## config.mk

```make
export PLATFORM = sky130hd
export DESIGN_NAME = bml_ram
export DESIGN_NICKNAME = d
export VERILOG_FILES = /design/src/rtl/bilinear_map_lookup_core_macros.svh /design/src/rtl/bml_ram.sv
export SDC_FILE = /design/constraint.sdc
export NUM_CORES = 1
export LEC_CHECK = 0
export BUFFER_PORTS_ARGS = -buffer_cell sky130_fd_sc_hd__buf_2
export CAP_MARGIN = 20
export CORE_MARGIN = 2
export CORE_UTILIZATION = 55
export CTS_BUF_LIST = sky130_fd_sc_hd__clkbuf_16
export CTS_CLUSTER_DIAMETER = 120
export DETAILED_ROUTE_END_ITERATION = 8
export PLACE_DENSITY = 0.81
export SYNTH_ARGS = -nofsm -noshare
export SYNTH_HDL_FRONTEND = slang
export SYNTH_SLANG_ARGS = --single-unit
```

## constraint.sdc

```tcl
create_clock -name i_clk -period 5.5 [get_ports i_clk]
set_input_delay 0.275 -clock i_clk [delete_from_list [all_inputs] [get_ports i_clk]]
set_output_delay 0.275 -clock i_clk [all_outputs]
set_load 0.005 [all_outputs]
```

## src/rtl/bilinear_map_lookup_core_macros.svh

```systemverilog
// Assertion macros shared by the bilinear map lookup RTL.
`ifndef BILINEAR_MAP_LOOKUP_CORE_MACROS_SVH
`define BILINEAR_MAP_LOOKUP_CORE_MACROS_SVH

`ifndef SYNTH
`define BML_ASSERT_IMP(lbl, clk, rstn, ante, cons) \
    lbl: assert property (@(posedge clk) disable iff (!rstn) (ante) |-> (cons)) \
        else $error("bilinear map lookup check failed");
`define BML_ASSERT_NXT(lbl, clk, rstn, ante, cons) \
    lbl: assert property (@(posedge clk) disable iff (!rstn) (ante) |=> (cons)) \
        else $error("bilinear map lookup check failed");
`else
`define BML_ASSERT_IMP(lbl, clk, rstn, ante, cons)
`define BML_ASSERT_NXT(lbl, clk, rstn, ante, cons)
`endif

`endif

```

## src/rtl/bml_ram.sv

```systemverilog
// Generic single-write, single-read RAM with registered read data.
module bml_ram #(
    parameter int WIDTH = 16,
    parameter int DEPTH = 16
) (
    input  logic                     i_clk,
    input  logic                     i_we,
    input  logic [$clog2(DEPTH)-1:0] i_waddr,
    input  logic [WIDTH-1:0]         i_wdata,
    input  logic [$clog2(DEPTH)-1:0] i_raddr,
    output logic [WIDTH-1:0]         o_rdata
);
    logic [WIDTH-1:0] r_mem [DEPTH];
    logic [WIDTH-1:0] r_rdata;

    always_ff @(posedge i_clk) begin
        if (i_we) begin
            r_mem[i_waddr] <= i_wdata;
        end
        r_rdata <= r_mem[i_raddr];
    end

    assign o_rdata = r_rdata;
endmodule

```

==> results by group <==
Synthesis
  • FFs w/ async S/R, synth: 0%
  • Top-count cell post-synth: edfxtp_1
  • Sequential share of the synthesized area: 79.7%
  • Post-synth EDFFs: 256
  • Multiplexer share of the synthesized area: 14.7%
  • Post-Syn Instances: 432
  • Top_reg_cell synth: edfxtp_1
  • Ys Warns: 0
  • Yosys top cell area share: 76.5%
  • Most instantiated cells after synthesis: edfxtp_1 (256), mux4_2 (54), a22oi_1 (32)
  • Synth cell types: 19
  • Synth Area in XOR/XNOR: 0%
  • Synthesized cell area: 0.0100 mm2
  • Post-Syn Nets: 458
  • Synthesized area per cell: 23.2 um2
  • Largest cells by area after synthesis: edfxtp_1 (77%), mux4_2 (12%), dfxtp_1 (3.2%), mux4_1 (2.6%), a22oi_1 (2.4%)
  • Compound-gate portion of the synthesized area: 2.39%
  • Synth Area in Simple Gates: 1.92%
  • Register bit total from synthesis: 272
  • Largest family of logic cells by synthesized area: multiplexers
  • Synth area leader: edfxtp_1
  • Adder-cell share of the synthesized area: 0%

Job
  • Max_cap viols: 0

Floorplan
  • Chip Height: 139 um
  • Core region area: 0.0180 mm2
  • Die Wd: 139 um
  • I/O pin total: 42
  • Die Area: 0.0194 mm2
  • Starting density of the core: 55.9%
  • Row cnt: 49

Timing
  • Fin Setup TNS: 0 ns
  • Worst-margin pin slew: 1.04 ns
  • FMAX: 504 MHz
  • Relative slew slack: 30.5%
  • Max-slew violations: 0
  • Final Hold Fails: 0
  • Final min period: 1.99 ns
  • Period utilisation layout: 36.1%
  • RSZ-0062 raised after global routing: no
  • Endpoints failing setup: 0
  • Worst Skew: 0.0101 ns

GRT
  • Largest net degree at the start of global routing: 65
  • First-pass GRT wire length: 29400 um
  • Antenna violations before repair: 0
  • GRT Total Usage: 20.8%
  • Number of global-route vias before repair: 4832
  • Congestion Overflow GR: 0

Critical path
  • Cell repeated most along the worst path: buf_4
  • Crit end category: register
  • Worst EP arrival: 2.38 ns
  • Setup CP Type: in -> reg
  • CP Buf/Inv Count: 2
  • Crit-path slowest cell: buf_4
  • Crit path max-delay family: buffers and inverters
  • Critical path peak fanout: 36
  • CP peak stage delay: 0.66 ns
  • CP Launch Type: input pin
  • Worst Path Required: 5.89 ns
  • R2r setup slk: 4.14 ns
  • Cell Chain, Critical Path: buf_4 > buf_4 > mux4_1 > a22oi_1 > nand2_1

Finish
  • # fillers: 1147
  • Total Nets Final: 528
  • # diodes: 0
  • Area Growth Syn to Fin: 14.1%
  • Final Instance Area: 0.0115 mm2
  • Layout cells sized above 1: 32.2%

Clock tree
  • Htree depth: 1
  • Hold-fix buffers, CTS: 0
  • Clock Root Buffer: clkbuf_16
  • Num CTS Buffers: 27
  • TritonCTS clock tree: done
  • Clock latency at the later pin of the worst-skew pair: 0.52 ns
  • Setup Fix Bufs, Post-CTS: 0
  • Cts repair resizes: 0
  • Max clock buf depth: 3
  • CTS sink cnt: 272
  • Reg clk slew, reported paths: 0.06 ns

Pwr
  • Pwr Total: 4.21 mW
  • Max rail drop VDD: 0.230 mV
  • Pwr per Cell Area: 367 mW/mm2
  • Leakage power total: 3.78 nW

Routing
  • Vias per cell: 6.26
  • Routed Antenna Nets: 0
  • Total Wirelength: 19800 um
  • Initial DRC Count: 487
  • DR vias: 4697
  • TritonRoute pass-1 iters: 5
  • Avg WL per Cell: 26.4 um
  • DRC errors left: 0

Placement
  • # port buffers: 41
  • Gpl congestion: 0.812
  • HPWL after DPL: 10600 um
  • Post-placement cell area: 0.0106 mm2

Outcome
  • Outcome: complete, no violations

Min path
  • Worst min path class: in -> reg
==> sequential cells by signal (all words and copies together), names as in the netlist <==
signal   count
r_mem      256
o_rdata     16
==> final timing paths <==
path,from,endpoint,cells past startpoint
setup / recovery,i_raddr[0],o_rdata[4],5
hold / removal,i_wdata[12],r_mem[1][12],1
setup reg to reg,r_mem[9][9],o_rdata[9],3
hold reg to reg,r_mem[15][15],o_rdata[15],3
==> power breakdown <==
part           switching (mW)  internal, mW  total, mW
clock network           0.705         0.979       1.68
logic                   0.112        0.0842      0.196
registers              0.0139          2.32       2.33
==> cells by family (layout without fill, tap and decap cells) <==
| kind of cell | after synthesis | count (layout) |
|---|---|---|
| flops | 272 | 272 |
| buf+inv | 21 | 110 |
| mux | 64 | 64 |
| simple gates | 43 | 43 |
| compound gates | 32 | 32 |
==> layout by cell type, fill, tap and decap left out <==
cell type	synthesis	final
buf_2	3	40
clkinv_2	0	6
buf_8	0	3
inv_1	0	6
clkbuf_16	0	27
dfxtp_1	16	16
and2_1	1	1
bufinv_16	0	2
mux4_1	10	10
nand2_1	17	17
inv_6	0	1
mux4_2	54	54
edfxtp_1	256	256
nor2_2	0	11
nor2b_1	2	2
nor2_1	13	2
nor3_2	0	4
nand2b_1	2	2
clkinv_1	0	6
or3b_2	1	1
buf_4	3	19
nand3b_1	2	2
nand3_1	1	1
a22oi_1	32	32
==> worst register-to-register path, delay by kind of cell, from the launching register on <==
kind / cells / cell delay [ns]
flip-flops: 1 / 0.36
multiplexers: 1 / 0.51
AO/OA/AOI/OAI: 1 / 0.23
AND/OR/NAND/NOR: 1 / 0.12
==> routing by layer <==
layer	vias to the layer above	track usage, %	part of all wire (%)
met1	2479	26.9	39
met4	0	6.80	2.5
met5	-	0	0
li1	1982	-	-
met3	40	3.73	6.6
met2	196	36.2	52
==> final cells by class <==
| type | count | area (um2) | area share (%) |
|---|---|---|---|
| clock inverter | 21 | 144 | 1.26 |
| timing repair buffer | 62 | 388 | 3.38 |
| tap | 229 | 287 | 2.50 |
| clock buffer | 27 | 676 | 5.90 |
| sequential | 272 | 8010 | 69.9 |
| multi-input combinational | 139 | 1960 | 17.1 |
==> metrics by stage <==
stage	worst slack (ns)	hold slack, ns	utilization [%]	cells
2_1_floorplan	3.17	0.374	-	432
3_3_place_gp	3.02	0.635	59.0	699
4_1_cts	3.48	0.107	63.6	748
5_1_grt	3.30	0.126	63.8	750
3_5_place_dp	2.94	0.656	59.1	700
6_report	3.51	0.123	63.8	750
Note: power is estimated with default switching activity, not from simulation.
