### src/rtl/bilinear_map_lookup_core_macros.svh
// Assertion macros shared by the bilinear map lookup RTL.
`ifndef BILINEAR_MAP_LOOKUP_CORE_MACROS_SVH
`define BILINEAR_MAP_LOOKUP_CORE_MACROS_SVH

`ifndef SYNTH
`define BML_ASSERT_IMP(lbl, clk, rstn, ante, cons) \
    lbl: assert property (@(posedge clk) disable iff (!rstn) (ante) |-> (cons)) \
        else $error("bilinear map lookup check failed");
`define BML_ASSERT_NXT(lbl, clk, rstn, ante, cons) \
    lbl: assert property (@(posedge clk) disable iff (!rstn) (ante) |=> (cons)) \
        else $error("bilinear map lookup check failed");
`else
`define BML_ASSERT_IMP(lbl, clk, rstn, ante, cons)
`define BML_ASSERT_NXT(lbl, clk, rstn, ante, cons)
`endif

`endif

### src/rtl/bml_pkg.sv
// Types, constants and helper functions of the bilinear map lookup.
package bml_pkg;

    localparam int MAX_COLS   = 16;
    localparam int MAX_ROWS   = 16;
    localparam int AXIS_WIDTH = 16;
    localparam int CELL_WIDTH = 16;
    localparam int IDX_W      = 4;
    localparam int CNT_W      = 5;
    localparam int VAL_W      = 64;
    localparam int DIFF_W     = AXIS_WIDTH + 1;
    localparam int CELL_DEPTH = MAX_ROWS * MAX_COLS;
    localparam int CELL_AW    = $clog2(CELL_DEPTH);
    localparam int OUT_W      = 24;
    localparam int FRAC_W     = 8;

    typedef logic [AXIS_WIDTH-1:0]        t_axis;
    typedef logic signed [CELL_WIDTH-1:0] t_cell;
    typedef logic signed [VAL_W-1:0]      t_val;
    typedef logic [IDX_W-1:0]             t_idx;

    typedef enum logic [1:0] {
        REQ_LOOKUP = 2'd0,
        REQ_COL_BP = 2'd1,
        REQ_ROW_BP = 2'd2,
        REQ_CELL   = 2'd3
    } t_req;

    localparam logic [1:0] CFG_COLS = 2'd0;
    localparam logic [1:0] CFG_ROWS = 2'd1;

    // Index of the last breakpoint in use, count saturated into [2, max].
    function automatic t_idx last_index(input logic [CNT_W-1:0] cnt, input int max_n);
        logic [CNT_W-1:0] r;
        r = cnt;
        if (cnt < CNT_W'(2)) begin
            r = CNT_W'(2);
        end else if (32'(cnt) > max_n) begin
            r = CNT_W'(max_n);
        end
        return IDX_W'(r - CNT_W'(1));
    endfunction

    function automatic logic [CELL_AW-1:0] cell_addr(input t_idx row, input t_idx col);
        return CELL_AW'(32'(row) * MAX_COLS + 32'(col));
    endfunction

    // Cell value in the 8-fraction-bit working format.
    function automatic t_val cell_fixed(input t_cell c);
        return t_val'(c) <<< FRAC_W;
    endfunction

endpackage

### src/rtl/bml_lerp.sv
// Serial linear interpolation: shift-add multiply then restoring divide.
module bml_lerp (
    input  logic          i_clk,
    input  logic          i_rst_n,
    input  logic          i_start,
    input  bml_pkg::t_axis i_q,
    input  bml_pkg::t_axis i_q0,
    input  bml_pkg::t_axis i_q1,
    input  bml_pkg::t_val  i_v0,
    input  bml_pkg::t_val  i_v1,
    output logic          o_done,
    output bml_pkg::t_val  o_result
);
    import bml_pkg::*;

    typedef enum logic [1:0] {ST_IDLE, ST_MUL, ST_DIV, ST_ADD} t_state;

    t_state                    r_state;
    logic                      r_done;
    t_val                      r_res;
    t_val                      r_v0;
    logic                      r_neg;
    logic [VAL_W-1:0]          r_mcand;
    logic [DIFF_W-1:0]         r_mplier;
    logic [DIFF_W-1:0]         r_div;
    logic [VAL_W-1:0]          r_acc;
    logic [DIFF_W-1:0]         r_rem;
    logic [$clog2(VAL_W)-1:0]  r_cnt;

    logic signed [DIFF_W-1:0]  w_d;
    logic signed [DIFF_W-1:0]  w_b;
    t_val                      w_a;
    logic [DIFF_W:0]           w_trial;
    logic                      w_fit;

    assign w_d = $signed({1'b0, i_q1}) - $signed({1'b0, i_q0});
    assign w_b = $signed({1'b0, i_q}) - $signed({1'b0, i_q0});
    assign w_a = i_v1 - i_v0;
    assign w_trial = {r_rem, r_acc[VAL_W-1]};
    assign w_fit = w_trial >= {1'b0, r_div};

    always_ff @(posedge i_clk) begin
        if (!i_rst_n) begin
            r_state <= ST_IDLE;
            r_done  <= 1'b0;
        end else begin
            // pulse on a zero-width interval or after the final add
            r_done <= ((r_state == ST_IDLE) && i_start && (w_d == '0))
                      || (r_state == ST_ADD);
            unique case (r_state)
                ST_IDLE: begin
                    if (i_start) begin
                        r_v0 <= i_v0;
                        if (w_d == '0) begin
                            r_res  <= i_v0;
                        end else begin
                            r_neg    <= w_a[VAL_W-1] ^ w_b[DIFF_W-1] ^ w_d[DIFF_W-1];
                            r_mcand  <= w_a[VAL_W-1] ? VAL_W'(-w_a) : VAL_W'(w_a);
                            r_mplier <= w_b[DIFF_W-1] ? DIFF_W'(-w_b) : DIFF_W'(w_b);
                            r_div    <= w_d[DIFF_W-1] ? DIFF_W'(-w_d) : DIFF_W'(w_d);
                            r_acc    <= '0;
                            r_cnt    <= '0;
                            r_state  <= ST_MUL;
                        end
                    end
                end
                ST_MUL: begin
                    if (r_mplier[0]) begin
                        r_acc <= r_acc + r_mcand;
                    end
                    r_mcand  <= r_mcand << 1;
                    r_mplier <= r_mplier >> 1;
                    if (32'(r_cnt) == DIFF_W - 1) begin
                        r_cnt   <= '0;
                        r_rem   <= '0;
                        r_state <= ST_DIV;
                    end else begin
                        r_cnt   <= r_cnt + 1'b1;
                    end
                end
                ST_DIV: begin
                    // quotient bits shift in behind the dividend
                    r_rem <= w_fit ? DIFF_W'(w_trial - {1'b0, r_div}) : DIFF_W'(w_trial);
                    r_acc <= {r_acc[VAL_W-2:0], w_fit};
                    r_cnt <= r_cnt + 1'b1;
                    if (32'(r_cnt) == VAL_W - 1) begin
                        r_state <= ST_ADD;
                    end
                end
                ST_ADD: begin
                    r_res   <= r_v0 + (r_neg ? -$signed(r_acc) : $signed(r_acc));
                    r_state <= ST_IDLE;
                end
                default: r_state <= ST_IDLE;
            endcase
        end
    end

    assign o_done   = r_done;
    assign o_result = r_res;
endmodule

### config.mk
export PLATFORM = sky130hd
export DESIGN_NAME = bml_lerp
export DESIGN_NICKNAME = d
export VERILOG_FILES = /design/src/rtl/bilinear_map_lookup_core_macros.svh /design/src/rtl/bml_pkg.sv /design/src/rtl/bml_lerp.sv
export SDC_FILE = /design/constraint.sdc
export NUM_CORES = 1
export LEC_CHECK = 0
export BUFFER_PORTS_ARGS = -buffer_cell sky130_fd_sc_hd__buf_2
export CAP_MARGIN = 0
export CORE_UTILIZATION = 65
export DETAILED_ROUTE_END_ITERATION = 10
export GPL_ROUTABILITY_DRIVEN = 0
export PLACE_DENSITY_LB_ADDON = 0.1
export REMOVE_ABC_BUFFERS = 1
export SYNTH_ARGS = -nofsm -noshare
export SYNTH_HDL_FRONTEND = slang
export SYNTH_SLANG_ARGS = --single-unit
### constraint.sdc
create_clock -name i_clk -period 16 [get_ports i_clk]
set_input_delay 0.8 -clock i_clk [delete_from_list [all_inputs] [get_ports i_clk]]
set_output_delay 0.8 -clock i_clk [all_outputs]
set_load 0.1 [all_outputs]
==> impl_metrics.toml, run 1 <==
[hold_path]
holdPathStages = 1
min_from = "i_v0[62]"
hold_class = "in -> reg"
hold_end = "r_v0[62]$_DFFE_PP_"

[pwr]
swShare_pct = 44.7
combPwrFrac_pct = 57.1
p_sw_mw = 2.29
p_leak_nw = 13.1
ir_drop_v = 0.000110
seqPwrFrac_pct = 25.9
power_density_nw_per_um2 = 158
power.internal_mw = 2.84
pwr-share-clk_pct = 16.9

[global_route]
overflow = 0
grt_pass1_wl_mm = 137
antenna_found_initial = 2
grt_max_degree = 79
grt_usage_pct = 36.5
grt_pass1_vias = 26600

[timing]
max_freq_ghz = 0.135
hold_violations = 0
setup_viol = 0
tightest_slew_ns = 1.29
rsz0062_at_grt = "no"
finClkSkew_ns = 0.0363
period_share_pct = 46.4
drv_slew = 0
relSlewSlack_pct = 11.7
period_needed_ns = 7.43
setup_tns_ns = 0
fin_ws_ns = 8.57

[place]
dp_cells = 4152
dp_hpwl_mm = 66.9
port_buffers = 243
post-place-ws_ns = 8.84

[clock_tree]
clk_root_buffer_cell = "clkbuf_16"
cts_buffers = 38
insertion_delay_ns = 0.59
clkTransAtPathRegs_ns = 0.06
numClockSinks = 317
ctsHoldBuffers = 0
post_cts_resized = 0
cts_tree = "built"
htreeDepth = 2
clk_path_buf_depth = 3
cts_setup_buffers = 0

[logic_synthesis]
netlist_instances = 3439
ys_seq_elements = 317
synth_edf_count = 314
ys_warn_count = 0
ys_types = 83
ys.flop_type = "edfxtp_1"
ys_seq_area_share_pct = 31.9
synth.avg_cell_area_um2 = 8.64
syn-cell-area_um2 = 29700
async_flop_share_pct = 0

[detailed_routing]
vias = 28000
drt_pass1_iterations = 7
route.detailed.drc = 0
ant_nets = 0
via_per_inst = 6.63
drt-total-wl_mm = 87.0
dr.first_iter.drc_count = 3649
wl_per_cell_um = 20.6

[final_layout]
syn2layout_area_growth_pct = 9.57
num-fill-cells = 3305
fin_cells = 4221
antennaDiodeCount = 0
layout_commonest_cell = "nand2_1"
layout_common_cells = "nand2_1, edfxtp_1, o21ai_0"
final_core_util_pct = 73.0
fin_nets = 4034
drive_above_1_share_pct = 10.6

[critical_path]
reg2reg_from = "r_acc[1]$_DFFE_PP_"
cpPeakStageDelay_ns = 1.02
critical_path.slowest_cell = "a2111oi_0"
crit_path_end_kind = "flip-flop"
critPathBufInv = 0
worst_path_most_repeated_cell = "a2111oi_0"
critPathMaxFanout = 6
ff2ff_path_depth = 17
ff2ff_setup_slack_ns = 8.57
cp.required_ns = 16.32
worst-setup-path-type = "reg -> reg"
critical-path-top-delay-family = "compound AO/OA/AOI/OAI gates"
path_cells = "or2_0, or4_4, or3b_4, or3b_4, o31ai_1, xnor2_1, ha_1, nand4_1, a2111oi_0, o21bai_1, a2111oi_0, o211ai_1, a21oi_1, o2111ai_1, a2111oi_0, o21a_1, o31ai_1"
arrival_ns = 7.74
rr_endpoint = "o_result[60]$_DFFE_PP_"
critPathLaunchType = "flip-flop"

[outcome]
status = "finished, final reports clean"

[floorplanning]
io_pins = 244
start_util_pct = 66.6
die-area_um2 = 46600
rows = 77
die_h_um = 216
coreArea_um2 = 44600
die_x_um = 216

[run]
max-cap-violations = 0
state kept, by name, summed over array words and instances, names as in the netlist:
name,count
o_result,64
r_acc,64
r_mcand,64
r_v0,64
r_div,17
r_mplier,17
r_rem,17
r_cnt,6
r_state,2
o_done,1
r_neg,1
cells by family after synthesis:
| group | Yosys count | synth area share, % |
|---|---|---|
| AO/OA/AOI/OAI | 1116 | 24.1 |
| XOR/XNOR | 341 | 10.1 |
| adder cells (fa/ha/maj) | 255 | 10.9 |
| buffers and inverters | 330 | 4.18 |
| flip-flops | 317 | 31.9 |
| multiplexers | 53 | 1.84 |
| AND/OR/NAND/NOR | 1027 | 17.0 |
routing by layer:
| metal | up-vias | routed length (um) | track usage, % | part of all wire, % |
|---|---|---|---|---|
| li1 | 13000 | - | - | - |
| met1 | 13100 | 35100 | 47.9 | 40 |
| met2 | 1544 | 39900 | 59.7 | 46 |
| met3 | 295 | 8530 | 6.12 | 9.8 |
| met4 | 4 | 3490 | 14.8 | 4.0 |
| met5 | - | 25 | 0 | 0.029 |
power groups by stage:
stage / Sequential [mW] / Combinational [mW] / Clock (mW)
finish: 1.33 / 2.93 / 0.868
global route: 1.34 / 3.19 / 0.906
CTS: 1.32 / 2.85 / 0.877
detailed placement: 1.34 / 2.82 / 0
global placement: 1.33 / 2.74 / 0
floorplan: 1.33 / 2.19 / 0
cells in the mapped netlist, types with 21 or more instances:
master / number / area [um^2]
nor2b_1: 87 / 544
and2_1: 21 / 131
clkbuf_1: 129 / 484
xnor2_1: 236 / 2070
o31ai_1: 39 / 293
a22oi_1: 41 / 308
o21a_1: 42 / 315
a31oi_1: 37 / 231
a21oi_1: 269 / 1350
a21o_1: 120 / 901
nand4_1: 47 / 294
o21ai_0: 300 / 1500
and3_1: 35 / 219
ha_1: 249 / 3120
nand2_1: 346 / 1300
o21bai_1: 37 / 278
or3_1: 42 / 263
or2_2: 22 / 138
nor3_1: 64 / 320
a211oi_1: 32 / 240
nand3_1: 61 / 305
o211ai_1: 24 / 180
nor2_1: 191 / 717
inv_1: 193 / 724
nand2b_1: 39 / 244
xor2_1: 105 / 920
mux2i_1: 40 / 400
edfxtp_1: 314 / 9430
stage by stage:
| step | cell area [um^2] | power (mW) | hold WS [ns] |
|---|---|---|---|
| 6_report | 32600 | 5.13 | 0.402 |
| 5_1_grt | 32600 | 5.44 | 0.398 |
| 4_1_cts | 32600 | 5.05 | 0.381 |
| 3_5_place_dp | 31300 | 4.16 | 0.521 |
| 3_3_place_gp | 31300 | 4.07 | 0.508 |
| 2_1_floorplan | 29200 | 3.52 | 0.495 |
how the worst max path moves through the flow:
stage | startpoint | endpoint | cells past startpoint
6_report | r_acc[1]$_DFFE_PP_ | o_result[60]$_DFFE_PP_ | 17
5_1_grt | r_acc[1]$_DFFE_PP_ | o_result[60]$_DFFE_PP_ | 17
4_1_cts | r_acc[1]$_DFFE_PP_ | o_result[60]$_DFFE_PP_ | 17
3_5_place_dp | r_acc[1]$_DFFE_PP_ | o_result[60]$_DFFE_PP_ | 17
3_3_place_gp | r_acc[1]$_DFFE_PP_ | o_result[60]$_DFFE_PP_ | 17
2_1_floorplan | r_state[1]$_SDFFE_PN0P_ | r_acc[0]$_DFFE_PP_ | 3
worst register-to-register path, cell delays in order, from the launching register on:
cell       delay (ns)
edfxtp_1         0.47
or2_0            0.28
or4_4            0.46
or3b_4           0.46
or3b_4           0.45
o31ai_1          0.25
xnor2_1          0.12
ha_1             0.38
nand4_1          0.22
a2111oi_0        0.96
o21bai_1         0.34
a2111oi_0        1.03
o211ai_1         0.33
a21oi_1          0.39
o2111ai_1        0.20
a2111oi_0        0.58
o21a_1           0.19
o31ai_1          0.08
area by class of cell:
type	instances	area, um^2	area share, %
Sequential cell	317	9490	29.2
Clock buffer	42	966	2.97
Multi-Input combinational cell	2792	19100	58.5
Inverter	193	724	2.23
Timing Repair Buffer	258	1330	4.08
Tap cell	592	741	2.28
Clock inverter	27	251	0.773
Power figures use the tool's default switching activity.
==> run 2, diff against run 1 <==
--- a/config.mk
+++ b/config.mk
@@ -7,7 +7,7 @@
 export LEC_CHECK = 0
 export BUFFER_PORTS_ARGS = -buffer_cell sky130_fd_sc_hd__buf_2
 export CAP_MARGIN = 0
-export CORE_UTILIZATION = 65
+export CORE_UTILIZATION = 56
 export DETAILED_ROUTE_END_ITERATION = 10
 export GPL_ROUTABILITY_DRIVEN = 0
 export PLACE_DENSITY_LB_ADDON = 0.1
==> constraint.sdc (replaced) <==
create_clock -name i_clk -period 6.4 [get_ports i_clk]
set_input_delay 0.32 -clock i_clk [delete_from_list [all_inputs] [get_ports i_clk]]
set_output_delay 0.32 -clock i_clk [all_outputs]
set_load 0.1 [all_outputs]
==> impl_metrics.toml, run 2 (synthesis gave the netlist of run 1 again) <==
[outcome]
status = "finished, final reports clean"

[pwr]
power_mw = 13.1
swShare_pct = 44.0
p_leak_nw = 13.7
power_density_nw_per_um2 = 387
ir_drop_v = 0.000211
pwr-share-clk_pct = 17.3
seqPwrFrac_pct = 25.2
p_sw_mw = 5.76
power.internal_mw = 7.33
combPwrFrac_pct = 57.4

[global_route]
grt_max_degree = 107
grt_pass1_vias = 26300
grt_usage_pct = 32.1
antenna_found_initial = 0
grt_pass1_wl_mm = 138
overflow = 0

[detailed_routing]
ant_nets = 0
drt-total-wl_mm = 89.3
dr.first_iter.drc_count = 2477
drt_pass1_iterations = 5
wl_per_cell_um = 20.1
vias = 28000
route.detailed.drc = 0
via_per_inst = 6.32

[clock_tree]
cts_tree = "built"
cts_buffers = 41
insertion_delay_ns = 0.59
clk_root_buffer_cell = "clkbuf_16"
numClockSinks = 317
clk_path_buf_depth = 3
htreeDepth = 2
clkTransAtPathRegs_ns = 0.06

[timing]
hold_violations = 0
drv_slew = 0
relSlewSlack_pct = 21.2
fin_ws_ns = 0.0929
period_needed_ns = 6.31
tightest_slew_ns = 1.18
setup_viol = 0
max_freq_ghz = 0.159
period_share_pct = 98.5
finClkSkew_ns = 0.0340
holdWs_ns = 0.00674
rsz0062_at_grt = "yes"

[place]
port_buffers = 243
dp_hpwl_mm = 69.3
dp_cells = 4298
post-place-ws_ns = -0.207

[floorplanning]
die-area_um2 = 54000
die_x_um = 232
io_pins = 244
die_h_um = 232
rows = 84
coreArea_um2 = 52400
start_util_pct = 56.6

[critical_path]
critical_path.slowest_cell = "or4_4"
critPathLaunchType = "flip-flop"
crit_path_end_kind = "flip-flop"
cp.required_ns = 6.74
path_cells = "or2_1, or4_4, or3b_4, or3b_4, or3b_4, or3_4, or3_4, or3_4, o31a_4, a21oi_2, xnor2_1, ha_2, a21o_1, a21o_1, a211oi_2, o21ai_1, a211oi_1, o21bai_1, a211oi_2, o21a_1, o31ai_2, a21oi_1, xnor2_1, mux2_2"
ff2ff_setup_slack_ns = 0.09
worst-setup-path-type = "reg -> reg"
arrival_ns = 6.65
critPathMaxFanout = 2
cpPeakStageDelay_ns = 0.44

[final_layout]
drive_above_1_share_pct = 12.0
syn2layout_area_growth_pct = 13.9
fin_cells = 4435
layout_commonest_cell = "nand2_1"
antennaDiodeCount = 0
layout_common_cells = "nand2_1, edfxtp_1, o21ai_0"
num-fill-cells = 4453
fin_nets = 4150

[run]
max-cap-violations = 0

[hold_path]
hold_class = "in -> reg"
[run 2: area by class of cell]
class / instances / area, um^2 / area share, %
Inverter: 193 / 724 / 2.14
Tap cell: 688 / 861 / 2.54
Timing Repair Buffer: 371 / 2360 / 6.97
Multi-Input combinational cell: 2792 / 19100 / 56.5
Clock inverter: 26 / 253 / 0.747
Clock buffer: 48 / 1050 / 3.11
Sequential cell: 317 / 9490 / 28.0
[run 2: worst max-delay path: cells and delay by family, from the launching register on]
kind	cells	cell delay (ns)
and+or+nand+nor	8	2.97
DFF	1	0.39
AOI/OAI and AO/OA	12	2.12
adders and majority gates	1	0.18
muxes	1	0.26
xor gates and xnor gates	2	0.16
[run 2: final timing paths]
check	from	end	depth (start not counted)
min	i_v0[63]	r_v0[63]$_DFFE_PP_	1
min reg2reg	r_mplier[1]$_DFFE_PP_	r_mplier[0]$_DFFE_PP_	2
max	r_acc[0]$_DFFE_PP_	o_result[63]$_DFFE_PP_	24
max reg2reg	r_acc[0]$_DFFE_PP_	o_result[63]$_DFFE_PP_	24
[run 2: metal layers]
layer  share of wire (%)  global-route usage [%]
met1                  43                    41.9
met2                  46                    53.5
met3                 6.9                    3.98
met4                 4.3                    13.6
met5                   0                       0
[run 2: repair_timing]
action	CTS	global route
hold buffers	63	0
pin swaps	4	11
gates resized for setup	4	14
setup endpoints to repair	2	13
hold endpoints to repair	63	0
buffers inserted	0	0
[run 2: per-stage QoR]
step | util, % | instance area, um^2 | TNS (ns)
2_1_floorplan | - | 29200 | -560.05
3_3_place_gp | 60.7 | 31900 | -0.239
3_5_place_dp | 60.7 | 31900 | -0.207
4_1_cts | 64.5 | 33800 | 0
5_1_grt | 64.5 | 33900 | -0.249
6_report | 64.5 | 33900 | 0
[run 2: power groups by stage]
| stage | Sequential, mW | Clock (mW) | Combinational [mW] |
|---|---|---|---|
| 6_report | 3.30 | 2.27 | 7.52 |
| 5_1_grt | 3.34 | 2.37 | 8.19 |
| 4_1_cts | 3.29 | 2.29 | 7.35 |
| 3_5_place_dp | 3.32 | 0 | 7.25 |
| 3_3_place_gp | 3.31 | 0 | 7.06 |
| 2_1_floorplan | 3.32 | 0 | 5.48 |
